### config.mk
export PLATFORM = sky130hd
export DESIGN_NAME = maze_path_recorder_replayer
export DESIGN_NICKNAME = d
export VERILOG_FILES = /design/src/sv/mpr_pkg.sv /design/src/sv/mpr_path_ram.sv /design/src/sv/maze_path_recorder_replayer.sv
export SDC_FILE = /design/constraint.sdc
export NUM_CORES = 1
export LEC_CHECK = 0
export ABC_AREA = 0
export BUFFER_PORTS_ARGS = -buffer_cell sky130_fd_sc_hd__buf_2
export CORE_ASPECT_RATIO = 2
export CORE_MARGIN = 10
export CORE_UTILIZATION = 55
export DETAILED_ROUTE_END_ITERATION = 10
export PLACE_DENSITY = 0.72
export SLEW_MARGIN = 25
export SYNTH_ARGS = -nofsm -noshare
export SYNTH_HDL_FRONTEND = slang
export SYNTH_HIERARCHICAL = 1
export SYNTH_SLANG_ARGS = --single-unit
export TNS_END_PERCENT = 1
### constraint.sdc
create_clock -name i_clk -period 5.1 [get_ports i_clk]
set_input_delay 1.02 -clock i_clk [delete_from_list [all_inputs] [get_ports i_clk]]
set_output_delay 1.02 -clock i_clk [all_outputs]
set_load 0.005 [all_outputs]
### src/sv/mpr_pkg.sv
// Shared types, codes and decision functions for the maze path recorder and replayer.
// Depends on nothing; the RTL files refer to it by scoped names and the testbench imports it.

package mpr_pkg;

    // Sizes of the turn store and of the length counter.
    localparam int PATH_MAX = 31;
    localparam int DEPTH    = PATH_MAX + 1;
    localparam int ADDR_W   = $clog2(DEPTH);
    localparam int LEN_W    = $clog2(PATH_MAX + 2);

    typedef logic [2:0]        t_turn;
    typedef logic [2:0]        t_line;
    typedef logic [1:0]        t_status;
    typedef logic [ADDR_W-1:0] t_addr;
    typedef logic [LEN_W-1:0]  t_len;

    // Turn codes.
    localparam t_turn T_STRAIGHT = 3'd0;
    localparam t_turn T_LEFT     = 3'd1;
    localparam t_turn T_RIGHT    = 3'd2;
    localparam t_turn T_UTURN    = 3'd3;
    localparam t_turn T_FINISH   = 3'd4;
    localparam t_turn T_STOP     = 3'd5;

    // Line kind codes.
    localparam t_line L_NONE     = 3'd0;
    localparam t_line L_STRAIGHT = 3'd1;
    localparam t_line L_LEFT     = 3'd2;
    localparam t_line L_RIGHT    = 3'd3;
    localparam t_line L_FULL     = 3'd4;

    // Status codes.
    localparam t_status ST_OK          = 2'd0;
    localparam t_status ST_SOLVED      = 2'd1;
    localparam t_status ST_REPLAY_DONE = 2'd2;
    localparam t_status ST_FAILED      = 2'd3;

    // Sequencer states.
    typedef enum logic [3:0] {
        S_IDLE,
        S_APPEND,
        S_SH_MID_RD,
        S_SH_MID_CHK,
        S_SH_A_CHK,
        S_REV_INIT,
        S_REV_CHK,
        S_REV_RJ,
        S_REV_WI,
        S_REV_WJ,
        S_REV_MID_W,
        S_REV_END,
        S_RP_RD,
        S_RP_DATA,
        S_DONE
    } t_state;

    // Turn chosen at a junction while exploring.
    function automatic t_turn f_pick_turn(input t_line entry, input t_line hist,
                                          input t_line ex, input logic left_handed);
        t_turn side;
        t_turn turn;
        side = left_handed ? T_LEFT : T_RIGHT;
        turn = T_STOP;
        if (entry == L_NONE) begin
            turn = T_UTURN;
        end else if (ex == L_NONE) begin
            if (hist == L_LEFT) turn = T_LEFT;
            else if (hist == L_RIGHT) turn = T_RIGHT;
            else if (hist == L_FULL) turn = side;
        end else if (ex == L_STRAIGHT) begin
            if (hist == L_FULL) turn = side;
            else if (hist == L_LEFT) turn = left_handed ? T_LEFT : T_STRAIGHT;
            else if (hist == L_RIGHT) turn = left_handed ? T_STRAIGHT : T_RIGHT;
        end else if (ex == L_FULL && hist == L_FULL) begin
            turn = T_FINISH;
        end
        return turn;
    endfunction

    // Replacement for the triple first, u-turn, last; both outer turns are at most right.
    function automatic t_turn f_shorten(input t_turn first, input t_turn last);
        t_turn repl;
        case ({first[1:0], last[1:0]})
            4'b00_00: repl = T_UTURN;
            4'b00_01: repl = T_RIGHT;
            4'b00_10: repl = T_LEFT;
            4'b01_00: repl = T_RIGHT;
            4'b01_01: repl = T_STRAIGHT;
            4'b01_10: repl = T_UTURN;
            4'b10_00: repl = T_LEFT;
            4'b10_01: repl = T_UTURN;
            4'b10_10: repl = T_STRAIGHT;
            default:  repl = T_STOP;
        endcase
        return repl;
    endfunction

    // Mirror a turn for the return journey.
    function automatic t_turn f_swap_side(input t_turn t);
        t_turn r;
        if (t == T_LEFT) r = T_RIGHT;
        else if (t == T_RIGHT) r = T_LEFT;
        else r = t;
        return r;
    endfunction

endpackage

### src/sv/mpr_path_ram.sv
// Turn store: one write port and one read port with registered read data.
// Depends on mpr_pkg for the depth and the entry types.

module mpr_path_ram (
    input  logic           i_clk,
    input  logic           i_we,
    input  mpr_pkg::t_addr i_waddr,
    input  mpr_pkg::t_turn i_wdata,
    input  mpr_pkg::t_addr i_raddr,
    output mpr_pkg::t_turn o_rdata
);

    mpr_pkg::t_turn r_mem [mpr_pkg::DEPTH];
    mpr_pkg::t_turn r_rdata;

    // Write port.
    always_ff @(posedge i_clk) begin
        if (i_we) begin
            r_mem[i_waddr] <= i_wdata;
        end
    end

    // Read port, registered.
    always_ff @(posedge i_clk) begin
        r_rdata <= r_mem[i_raddr];
    end

    assign o_rdata = r_rdata;

endmodule

### src/sv/maze_path_recorder_replayer.sv
// Throughput: one item at a time; the sequencer owns the two-port turn store, and a new
// beat is taken in the cycle after a result is loaded into the output register.
// Reset (synchronous, active low) clears the length, the replay flag, the rule select and the
// output valid; the turn store is not cleared and needs no clearing pass.
// Depends on mpr_pkg and mpr_path_ram.

module maze_path_recorder_replayer (
    input  logic                     i_clk,
    input  logic                     i_rst_n,
    // Configuration write port.
    input  logic                     i_cfg_wr_en,
    input  logic                     i_cfg_wr_data,
    // Input channel.
    input  logic                     i_valid,
    output logic                     o_ready,
    input  logic                     i_cmd,
    input  logic [2:0]               i_entry_line_kind,
    input  logic [2:0]               i_history_line_kind,
    input  logic [2:0]               i_exit_line_kind,
    // Output channel.
    output logic                     o_valid,
    input  logic                     i_ready,
    output logic [2:0]               o_turn_cmd,
    output logic [1:0]               o_status,
    output logic [5:0]               o_path_count,
    output logic                     o_solved_mode
);

    mpr_pkg::t_state  r_state, n_state;
    mpr_pkg::t_len    r_len, n_len;
    logic             r_solved, n_solved;
    logic             r_left_handed;
    logic             r_out_valid, n_out_valid;
    mpr_pkg::t_turn   r_turn, n_turn;
    mpr_pkg::t_status r_status, n_status;
    mpr_pkg::t_turn   r_tmp, n_tmp;
    mpr_pkg::t_addr   r_lo, n_lo;
    mpr_pkg::t_addr   r_hi, n_hi;
    mpr_pkg::t_addr   r_sh_addr, n_sh_addr;
    mpr_pkg::t_turn   r_o_turn;
    mpr_pkg::t_status r_o_status;
    mpr_pkg::t_len    r_o_count;
    logic             r_o_solved;

    logic             s_accept;
    logic             s_slot_free;
    mpr_pkg::t_turn   s_pick;
    mpr_pkg::t_len    s_delta;
    mpr_pkg::t_len    s_sum;
    logic             s_we;
    mpr_pkg::t_addr   s_waddr;
    mpr_pkg::t_turn   s_wdata;
    mpr_pkg::t_addr   s_raddr;
    mpr_pkg::t_turn   s_rdata;

    assign o_ready     = (r_state == mpr_pkg::S_IDLE);
    assign s_accept    = i_valid && o_ready;
    assign s_slot_free = !r_out_valid || i_ready;
    assign s_pick      = mpr_pkg::f_pick_turn(i_entry_line_kind, i_history_line_kind,
                                              i_exit_line_kind, r_left_handed);

    // Shared index unit: the path length plus a small offset chosen by the sequencer.
    assign s_sum = r_len + s_delta;

    mpr_path_ram u_ram (
        .i_clk   (i_clk),
        .i_we    (s_we),
        .i_waddr (s_waddr),
        .i_wdata (s_wdata),
        .i_raddr (s_raddr),
        .o_rdata (s_rdata)
    );

    // Next state.
    always_comb begin
        n_state = r_state;
        case (r_state)
            mpr_pkg::S_IDLE: begin
                if (s_accept) begin
                    if (i_cmd) begin
                        n_state = mpr_pkg::S_DONE;
                    end else if (r_solved) begin
                        if (r_len > mpr_pkg::t_len'(mpr_pkg::PATH_MAX)) n_state = mpr_pkg::S_DONE;
                        else n_state = mpr_pkg::S_RP_RD;
                    end else if (s_pick == mpr_pkg::T_STOP) begin
                        n_state = mpr_pkg::S_DONE;
                    end else if (r_len < mpr_pkg::t_len'(mpr_pkg::PATH_MAX)) begin
                        n_state = mpr_pkg::S_APPEND;
                    end else if (s_pick == mpr_pkg::T_FINISH) begin
                        n_state = mpr_pkg::S_REV_INIT;
                    end else begin
                        n_state = mpr_pkg::S_DONE;
                    end
                end
            end
            mpr_pkg::S_APPEND: begin
                if (r_turn == mpr_pkg::T_FINISH) n_state = mpr_pkg::S_REV_INIT;
                else if (r_len >= mpr_pkg::t_len'(2)) n_state = mpr_pkg::S_SH_MID_RD;
                else n_state = mpr_pkg::S_DONE;
            end
            mpr_pkg::S_SH_MID_RD:  n_state = mpr_pkg::S_SH_MID_CHK;
            mpr_pkg::S_SH_MID_CHK: begin
                if (s_rdata == mpr_pkg::T_UTURN) n_state = mpr_pkg::S_SH_A_CHK;
                else n_state = mpr_pkg::S_DONE;
            end
            mpr_pkg::S_SH_A_CHK:   n_state = mpr_pkg::S_DONE;
            mpr_pkg::S_REV_INIT:   n_state = mpr_pkg::S_REV_CHK;
            mpr_pkg::S_REV_CHK: begin
                if (r_lo < r_hi) n_state = mpr_pkg::S_REV_RJ;
                else if (r_lo == r_hi) n_state = mpr_pkg::S_REV_MID_W;
                else n_state = mpr_pkg::S_REV_END;
            end
            mpr_pkg::S_REV_RJ:     n_state = mpr_pkg::S_REV_WI;
            mpr_pkg::S_REV_WI:     n_state = mpr_pkg::S_REV_WJ;
            mpr_pkg::S_REV_WJ:     n_state = mpr_pkg::S_REV_CHK;
            mpr_pkg::S_REV_MID_W:  n_state = mpr_pkg::S_REV_END;
            mpr_pkg::S_REV_END:    n_state = mpr_pkg::S_DONE;
            mpr_pkg::S_RP_RD:      n_state = mpr_pkg::S_RP_DATA;
            mpr_pkg::S_RP_DATA:    n_state = mpr_pkg::S_DONE;
            mpr_pkg::S_DONE: begin
                if (s_slot_free) n_state = mpr_pkg::S_IDLE;
            end
            default:               n_state = mpr_pkg::S_IDLE;
        endcase
    end

    // Store port controls and index offset for each state.
    always_comb begin
        s_we    = 1'b0;
        s_waddr = r_lo;
        s_wdata = r_turn;
        s_raddr = r_lo;
        s_delta = '0;
        case (r_state)
            mpr_pkg::S_APPEND: begin
                s_we    = 1'b1;
                s_waddr = r_len[mpr_pkg::ADDR_W-1:0];
                s_wdata = r_turn;
                s_delta = mpr_pkg::t_len'(1);
            end
            mpr_pkg::S_SH_MID_RD: begin
                s_delta = -mpr_pkg::t_len'(2);
                s_raddr = s_sum[mpr_pkg::ADDR_W-1:0];
            end
            mpr_pkg::S_SH_MID_CHK: begin
                s_delta = -mpr_pkg::t_len'(3);
                s_raddr = s_sum[mpr_pkg::ADDR_W-1:0];
            end
            mpr_pkg::S_SH_A_CHK: begin
                s_delta = -mpr_pkg::t_len'(2);
                s_we    = (s_rdata <= mpr_pkg::T_RIGHT) && (r_turn <= mpr_pkg::T_RIGHT);
                s_waddr = r_sh_addr;
                s_wdata = mpr_pkg::f_shorten(s_rdata, r_turn);
            end
            mpr_pkg::S_REV_INIT: begin
                s_delta = -mpr_pkg::t_len'(1);
            end
            mpr_pkg::S_REV_CHK: begin
                s_raddr = r_lo;
            end
            mpr_pkg::S_REV_RJ: begin
                s_raddr = r_hi;
            end
            mpr_pkg::S_REV_WI: begin
                s_we    = 1'b1;
                s_waddr = r_lo;
                s_wdata = mpr_pkg::f_swap_side(s_rdata);
            end
            mpr_pkg::S_REV_WJ: begin
                s_we    = 1'b1;
                s_waddr = r_hi;
                s_wdata = mpr_pkg::f_swap_side(r_tmp);
            end
            mpr_pkg::S_REV_MID_W: begin
                s_we    = 1'b1;
                s_waddr = r_lo;
                s_wdata = mpr_pkg::f_swap_side(s_rdata);
            end
            mpr_pkg::S_REV_END: begin
                s_we    = 1'b1;
                s_waddr = r_len[mpr_pkg::ADDR_W-1:0];
                s_wdata = mpr_pkg::T_FINISH;
            end
            mpr_pkg::S_RP_RD: begin
                s_raddr = r_len[mpr_pkg::ADDR_W-1:0];
            end
            mpr_pkg::S_RP_DATA: begin
                s_delta = mpr_pkg::t_len'(1);
            end
            default: begin
                s_we = 1'b0;
            end
        endcase
    end

    // Next values of the path state, the result and the reversal pointers.
    always_comb begin
        n_len       = r_len;
        n_solved    = r_solved;
        n_turn      = r_turn;
        n_status    = r_status;
        n_tmp       = r_tmp;
        n_lo        = r_lo;
        n_hi        = r_hi;
        n_sh_addr   = r_sh_addr;
        n_out_valid = r_out_valid && !i_ready;
        case (r_state)
            mpr_pkg::S_IDLE: begin
                if (s_accept) begin
                    if (i_cmd) begin
                        n_len    = '0;
                        n_solved = 1'b0;
                        n_turn   = mpr_pkg::T_STOP;
                        n_status = mpr_pkg::ST_OK;
                    end else if (r_solved) begin
                        n_turn   = mpr_pkg::T_STOP;
                        n_status = mpr_pkg::ST_FAILED;
                    end else begin
                        n_turn   = s_pick;
                        n_status = (s_pick == mpr_pkg::T_STOP) ? mpr_pkg::ST_FAILED
                                                               : mpr_pkg::ST_OK;
                    end
                end
            end
            mpr_pkg::S_APPEND: begin
                n_len = s_sum;
            end
            mpr_pkg::S_SH_MID_CHK: begin
                n_sh_addr = s_sum[mpr_pkg::ADDR_W-1:0];
            end
            mpr_pkg::S_SH_A_CHK: begin
                if (s_we) n_len = s_sum;
            end
            mpr_pkg::S_REV_INIT: begin
                n_lo = '0;
                n_hi = s_sum[mpr_pkg::ADDR_W-1:0];
            end
            mpr_pkg::S_REV_RJ: begin
                n_tmp = s_rdata;
            end
            mpr_pkg::S_REV_WJ: begin
                n_lo = r_lo + mpr_pkg::t_addr'(1);
                n_hi = r_hi - mpr_pkg::t_addr'(1);
            end
            mpr_pkg::S_REV_END: begin
                n_len    = mpr_pkg::t_len'(1);
                n_solved = 1'b1;
                n_turn   = mpr_pkg::T_FINISH;
                n_status = mpr_pkg::ST_SOLVED;
            end
            mpr_pkg::S_RP_DATA: begin
                n_turn = s_rdata;
                if (s_rdata == mpr_pkg::T_FINISH) begin
                    n_len    = '0;
                    n_solved = 1'b0;
                    n_status = mpr_pkg::ST_REPLAY_DONE;
                end else begin
                    n_len    = s_sum;
                    n_status = mpr_pkg::ST_OK;
                end
            end
            mpr_pkg::S_DONE: begin
                if (s_slot_free) n_out_valid = 1'b1;
            end
            default: begin
                n_len = r_len;
            end
        endcase
    end

    // Control registers.
    always_ff @(posedge i_clk) begin
        if (!i_rst_n) begin
            r_state       <= mpr_pkg::S_IDLE;
            r_len         <= '0;
            r_solved      <= 1'b0;
            r_out_valid   <= 1'b0;
            r_left_handed <= 1'b0;
        end else begin
            r_state     <= n_state;
            r_len       <= n_len;
            r_solved    <= n_solved;
            r_out_valid <= n_out_valid;
            if (i_cfg_wr_en) r_left_handed <= i_cfg_wr_data;
        end
    end

    // Working payload registers.
    always_ff @(posedge i_clk) begin
        r_turn    <= n_turn;
        r_status  <= n_status;
        r_tmp     <= n_tmp;
        r_lo      <= n_lo;
        r_hi      <= n_hi;
        r_sh_addr <= n_sh_addr;
    end

    // Output register, loaded when the result beat is ready and the slot is free.
    always_ff @(posedge i_clk) begin
        if (r_state == mpr_pkg::S_DONE && s_slot_free) begin
            r_o_turn   <= r_turn;
            r_o_status <= r_status;
            r_o_count  <= r_len;
            r_o_solved <= r_solved;
        end
    end

    assign o_valid       = r_out_valid;
    assign o_turn_cmd    = r_o_turn;
    assign o_status      = r_o_status;
    assign o_path_count  = r_o_count;
    assign o_solved_mode = r_o_solved;

endmodule

# ---- Word-level counts from Yosys, hierarchy flattened
# Memory sizes are Yosys's and may differ from the RTL's. A register that Yosys moved wholly into a read port is not among the register bits.
# Cells that the tools add are included.
dict set report word_totals {
  ram_bits 96
  in_bits 16
  register_bits 48
  output_inout_bits 14
  mem_bits_ro 48
  n_memories 2
}
# name depth width rd rd_clocked_by_memory_dff wr line
set memory_table {}
lappend memory_table {u_ram.r_mem 32 3 1 1 1 mpr_path_ram.sv:13} ;# mpr_pkg::t_turn r_mem [mpr_pkg::DEPTH];
lappend memory_table {{(no name shown)} 16 3 1 0 0 mpr_pkg.sv:84} ;# case ({first[1:0], last[1:0]})
dict set report classes {
  addsub 3
  reduce_logical 26
  muxes 61
  order_cmp 6
  n_eq_ne 34
}
# operator count
set op_table {}
lappend op_table {{$mux 3} 16}
lappend op_table {{$pmux 4 s12} 1}
lappend op_table {{$mux 4} 11}
lappend op_table {{$pmux 5 s3} 2}
lappend op_table {{$pmux 6 s5} 1}
lappend op_table {{$eq 4x4->1 const B} 7}
lappend op_table {{$mux 6} 4}
lappend op_table {{$pmux 6 s4} 1}
lappend op_table {{$pmux 5 s2} 2}
lappend op_table {{$eq 3x3->1 const B} 6}
lappend op_table {{$eq 4x3->1 const B} 4}
lappend op_table {{$mux 2} 8}
lappend op_table {{$eq 3x2->1 const B} 5}
lappend op_table {{$pmux 3 s4} 1}
lappend op_table {{$reduce_or 2->1} 6}
lappend op_table {{$mux 1} 10}
lappend op_table {{$eq 3x1->1 const B} 3}
lappend op_table {{$pmux 3 s3} 1}
lappend op_table {{$eq 4x2->1 const B} 2}
lappend op_table {{$reduce_and 4->1} 2}
lappend op_table {{$add 6x6->6} 1}
lappend op_table {{$ge 6x2->1 const B} 1}
lappend op_table {{$gt 6x5->1 const B} 1}
lappend op_table {{$le 3x2->1 const B} 2}
lappend op_table {{other kinds (22)} 32}

# ---- Longest topological paths before layout
dict set report logic_depth {
  ltp_word 15
  depth_mapped 15
  ltp_nobuf 12
}

# ---- By module
# Netlist, hierarchy kept.
# module area_each_um2 cells_each n_inst
set by_module_without_submodules {}
lappend by_module_without_submodules {mpr_path_ram 3916.3 185 1}
lappend by_module_without_submodules {maze_path_recorder_replayer 3238.1 357 1}

# ---- Worst setup path before layout
# OpenSTA, ideal clock, no wires.
dict set report synth_path {
  path_kind {register -> register}
  startpoint {reg r_state[0]}
  endpoint {reg u_ram.r_rdata[0] (netlist: u_ram/o_rdata[0]), read port of u_ram.r_mem}
  path_slack_ps 1208
  stages_incl_launch_ff 14
  n_path_buf 4
  required_ps 4979
  arrival_time_ps 3771
  cell_sequence {dfxtp_1 -> clkbuf_1 -> clkbuf_1 -> and3_1 -> ha_1 -> inv_1 -> fa_1 -> xnor2_1 -> a221o_1 -> clkbuf_1 -> clkbuf_1 -> mux4_2 -> mux4_2 -> mux2_2}
}
dict set report synth_between {
  elab_chain_len 5
  word_cells_on_any_way 14
  cone_classes {add/sub (1); eq/ne (8); mux (2); reduce/logical (3)}
}
# element line
set synth_rtl {}
lappend synth_rtl {{from (decl)} maze_path_recorder_replayer.sv:29} ;# mpr_pkg::t_state r_state, n_state;
lappend synth_rtl {{from (signal assigned)} maze_path_recorder_replayer.sv:274} ;# r_state <= mpr_pkg::S_IDLE;
lappend synth_rtl {{from (signal assigned)} maze_path_recorder_replayer.sv:280} ;# r_state <= n_state;
lappend synth_rtl {{$eq 4x4->1 (tied with other cells)} maze_path_recorder_replayer.sv:134} ;# case (r_state)
lappend synth_rtl {{$reduce_or 2->1 (no source line)} --}
lappend synth_rtl {{$pmux 6 s4 *} maze_path_recorder_replayer.sv:134}
lappend synth_rtl {{$add 6x6->6 *} maze_path_recorder_replayer.sv:63} ;# assign s_sum = r_len + s_delta;
lappend synth_rtl {{net s_sum[2]} maze_path_recorder_replayer.sv:49} ;# mpr_pkg::t_len s_sum;
lappend synth_rtl {{$pmux 5 s3 *} maze_path_recorder_replayer.sv:134}
lappend synth_rtl {{net s_raddr[2]} maze_path_recorder_replayer.sv:53} ;# mpr_pkg::t_addr s_raddr;
lappend synth_rtl {{to (decl)} mpr_path_ram.sv:14} ;# mpr_pkg::t_turn r_rdata;
# Mark *: on every way through the listed nets, which the timed path passes. The rest lies on a longest branch.
# A chain may end at the register's enable or synchronous reset.

# ---- Worst setup path in the final report
dict set report layout_path {
  startpoint {reg r_state[0]}
  endpoint {reg u_ram.r_rdata[2] (netlist: u_ram/o_rdata[2]), read port of u_ram.r_mem}
}
# Same word-level chain as after synthesis.

==> results.yml <==
die:
  fp.coreArea_sq_mm: 0.01270
  rows: 58
  die_x_um: 100.6
  start_util: 0.5633
  io_pins: 30
  dieArea_sq_mm: 0.01825
  chipHeight_um: 181.3
layout:
  ff_latch_area_sq_mm: 0.004254
  area_delta_synth_final_pct: 13.03
  n_antenna_cell: 0
  instances_no_fill: 735
  final_cell_mix: "edfxtp_1, nor2_1, buf_2, mux4_2, a21oi_1"
  num-fill-cells: 942
  layout.cells.most_common: "edfxtp_1"
  multi_input_area_sq_mm: 0.002750
  layout-drive-gt1-share: 0.2085
  nets: 601
run:
  drv_cap: 0
sta:
  period_minus_slack_ps: 4081
  setup_viol: 0
  slew_headroom: 0.3318
  finalHoldViolCount: 0
  timing.final.max_slew_violations: 0
  rsz0062_at_grt: "false"
  period_share: 0.8002
  fmax_mhz: 245.0
  finalHoldWorstSlack_ps: 418.2
  worst_pin_slew_ps: 996.9
  final.setup_skew_ps: 9.478
  fin_setup_tns_ps: 0
min_path:
  worstHoldStart: "r_status[1]"
  hp-class: "reg2reg"
  holdPathStages: 0
  hold-path-endpoint: "o_status[1]"
critical_path:
  reg2reg_depth: 10
  cp-end-kind: "register"
  critPathMaxFanout: 26
  worstReg2RegEnd: "u_ram/o_rdata[2]"
  cp_data_arrival_time_ps: 4390
  startpoint: "r_state[0]"
  critPathKind: "reg2reg"
  r2r-start: "r_state[0]"
  r2r_slack_ps: 1020
  required_ps: 5410
  cp-start-kind: "register"
global_route:
  use_met1: 0.1883
  grt_busiest_layer: "met2"
  grt_pass1_vias: 4977
  overflow: 0
  grt_max_degree: 35
  grt_usage: 0.1929
  grt_util_met3: 0.04241
  grt_antenna_before_repair: 0
  met2_usage: 0.3453
  grt_pass1_wl_um: 27080
routing:
  wl_per_cell_um: 23.87
  num_vias: 4910
  routed_wl_um: 17540
  drtIter0Drc: 320
  drc_errors: 0
  avgViaCountPerCell: 6.680
  first_pass_iters: 5
  ant_nets: 0
cts:
  htree_levels: 4
  cts_tree: "yes"
  cts_setup_buffers: 0
  cts_buffer_depth: 2
  cts_buffers: 17
  hold_buffers: 0
  path_clk_slew_ps: 70
  clk_latency_ps: 420
  cts.sinks: 147
  cts_root_buf: "clkbuf_16"
  post_cts_resized: 0
placement:
  dp.cells: 703
  gp_congestion: 0.9174
  portBuffers: 29
  hpwl_um: 12470
power_and_ir_drop:
  leakage_nw: 2.755
  power.density_mw_per_mm2: 599.5
  ir_drop_v: 0.0003847
synth:
  synthesis.area_sq_mm: 0.007154
  synth_seq_cells: 147
  ys_seq_area_frac: 0.5946
  synthArstFlopShare: 0
  ys.flop_type: "edfxtp_1"
  syn_avg_cell_area_sq_um: 13.20
  synth-edff-count: 131
  synthCells: 542
  ys_warn_count: 6
  synth_nets: 571
  ys_types: 66
status:
  outcome: "finished, final reports clean"
worst max-delay path by stage:
stage	end	slack (ps)
floorplan	u_ram/o_rdata[0]	1210
global placement	u_ram/o_rdata[2]	1260
detailed placement	u_ram/o_rdata[2]	1170
CTS	u_ram/o_rdata[2]	1100
global route	u_ram/o_rdata[2]	900
finish	u_ram/o_rdata[2]	1020
per-layer routing:
layer,wire [um],vias up
met1,5817,2420
met2,9591,235
met5,0,-
li1,-,2189
met4,1104,0
met3,1029,66
registers in the layout, summed over array words and instances, names as in the netlist, 3 cells and up:
name and flops:
r_lo 5, r_hi 5, r_tmp 3, r_len 6, r_state 4, r_turn 3
o_turn_cmd 3, r_sh_addr 5, u_ram/o_rdata 3, o_path_count 6, u_ram/r_mem 96
worst max-delay path: stages (launching register included):
cell and delay (ps):
dfxtp_1 880, and3_1 290, ha_1 220, inv_1 70
fa_1 400, xnor2_1 390, a221o_1 210, buf_4 310
mux4_1 400, mux4_2 510, mux2_2 270
Yosys cell counts (all sizes together) (4+ instances only):
| cell | n | area share |
|---|---|---|
| a21o | 4 | 0.0044 |
| a21oi | 25 | 0.017 |
| a221o | 4 | 0.0056 |
| a222oi | 5 | 0.0070 |
| a22o | 5 | 0.0061 |
| a31oi | 5 | 0.0044 |
| and3 | 8 | 0.0070 |
| buf | 4 | 0.0052 |
| clkbuf | 24 | 0.013 |
| dfxtp | 16 | 0.045 |
| edfxtp | 131 | 0.55 |
| ha | 12 | 0.021 |
| inv | 16 | 0.0084 |
| mux2 | 4 | 0.0063 |
| mux2i | 7 | 0.0098 |
| mux4 | 30 | 0.095 |
| nand2 | 23 | 0.012 |
| nand2b | 11 | 0.0096 |
| nand3 | 16 | 0.011 |
| nand3b | 8 | 0.0084 |
| nor2 | 65 | 0.034 |
| nor2b | 9 | 0.0079 |
| nor3 | 13 | 0.0091 |
| nor3b | 4 | 0.0042 |
| o211ai | 5 | 0.0052 |
| o21ai | 22 | 0.015 |
| or2 | 5 | 0.0044 |
| or3b | 5 | 0.0061 |
| xnor2 | 8 | 0.0098 |
where the power goes:
part           leakage [nW]  internal [mW]  switching (mW)
sequential             1.30           1.62           0.150
clock                 0.300          0.745           0.544
combinational          1.15          0.717            1.07
total                  2.76           3.08            1.76
layout make-up:
cell class              count  area share
inverters                  16    0.007427
clock inverters            15     0.02336
repair buffers             39     0.02723
multi-input cells         351      0.3401
well taps                 150     0.02321
clock buffers              17     0.05261
flip-flops and latches    147      0.5261
cell families after synthesis:
kind of cell,count (synthesis),synth area share
adders and majority gates,13,0.02378
AOI/OAI and AO/OA,104,0.1006
buffers and inverters,44,0.02623
and+or+nand+nor,183,0.1315
DFF,147,0.5946
xor gates and xnor gates,10,0.01224
muxes,41,0.1111
metrics by stage:
step                  util  area [sq um]  worst slack (ps)  total power [mW]
floorplan                -          7154              1208             3.040
global placement    0.5875          7461              1259             3.485
detailed placement  0.5884          7472              1171             3.551
CTS                 0.6367          8087              1097             4.851
global route        0.6367          8087             895.1             5.068
finish              0.6367          8087              1019             4.848
No activity file was read; power rests on OpenSTA's default activity.
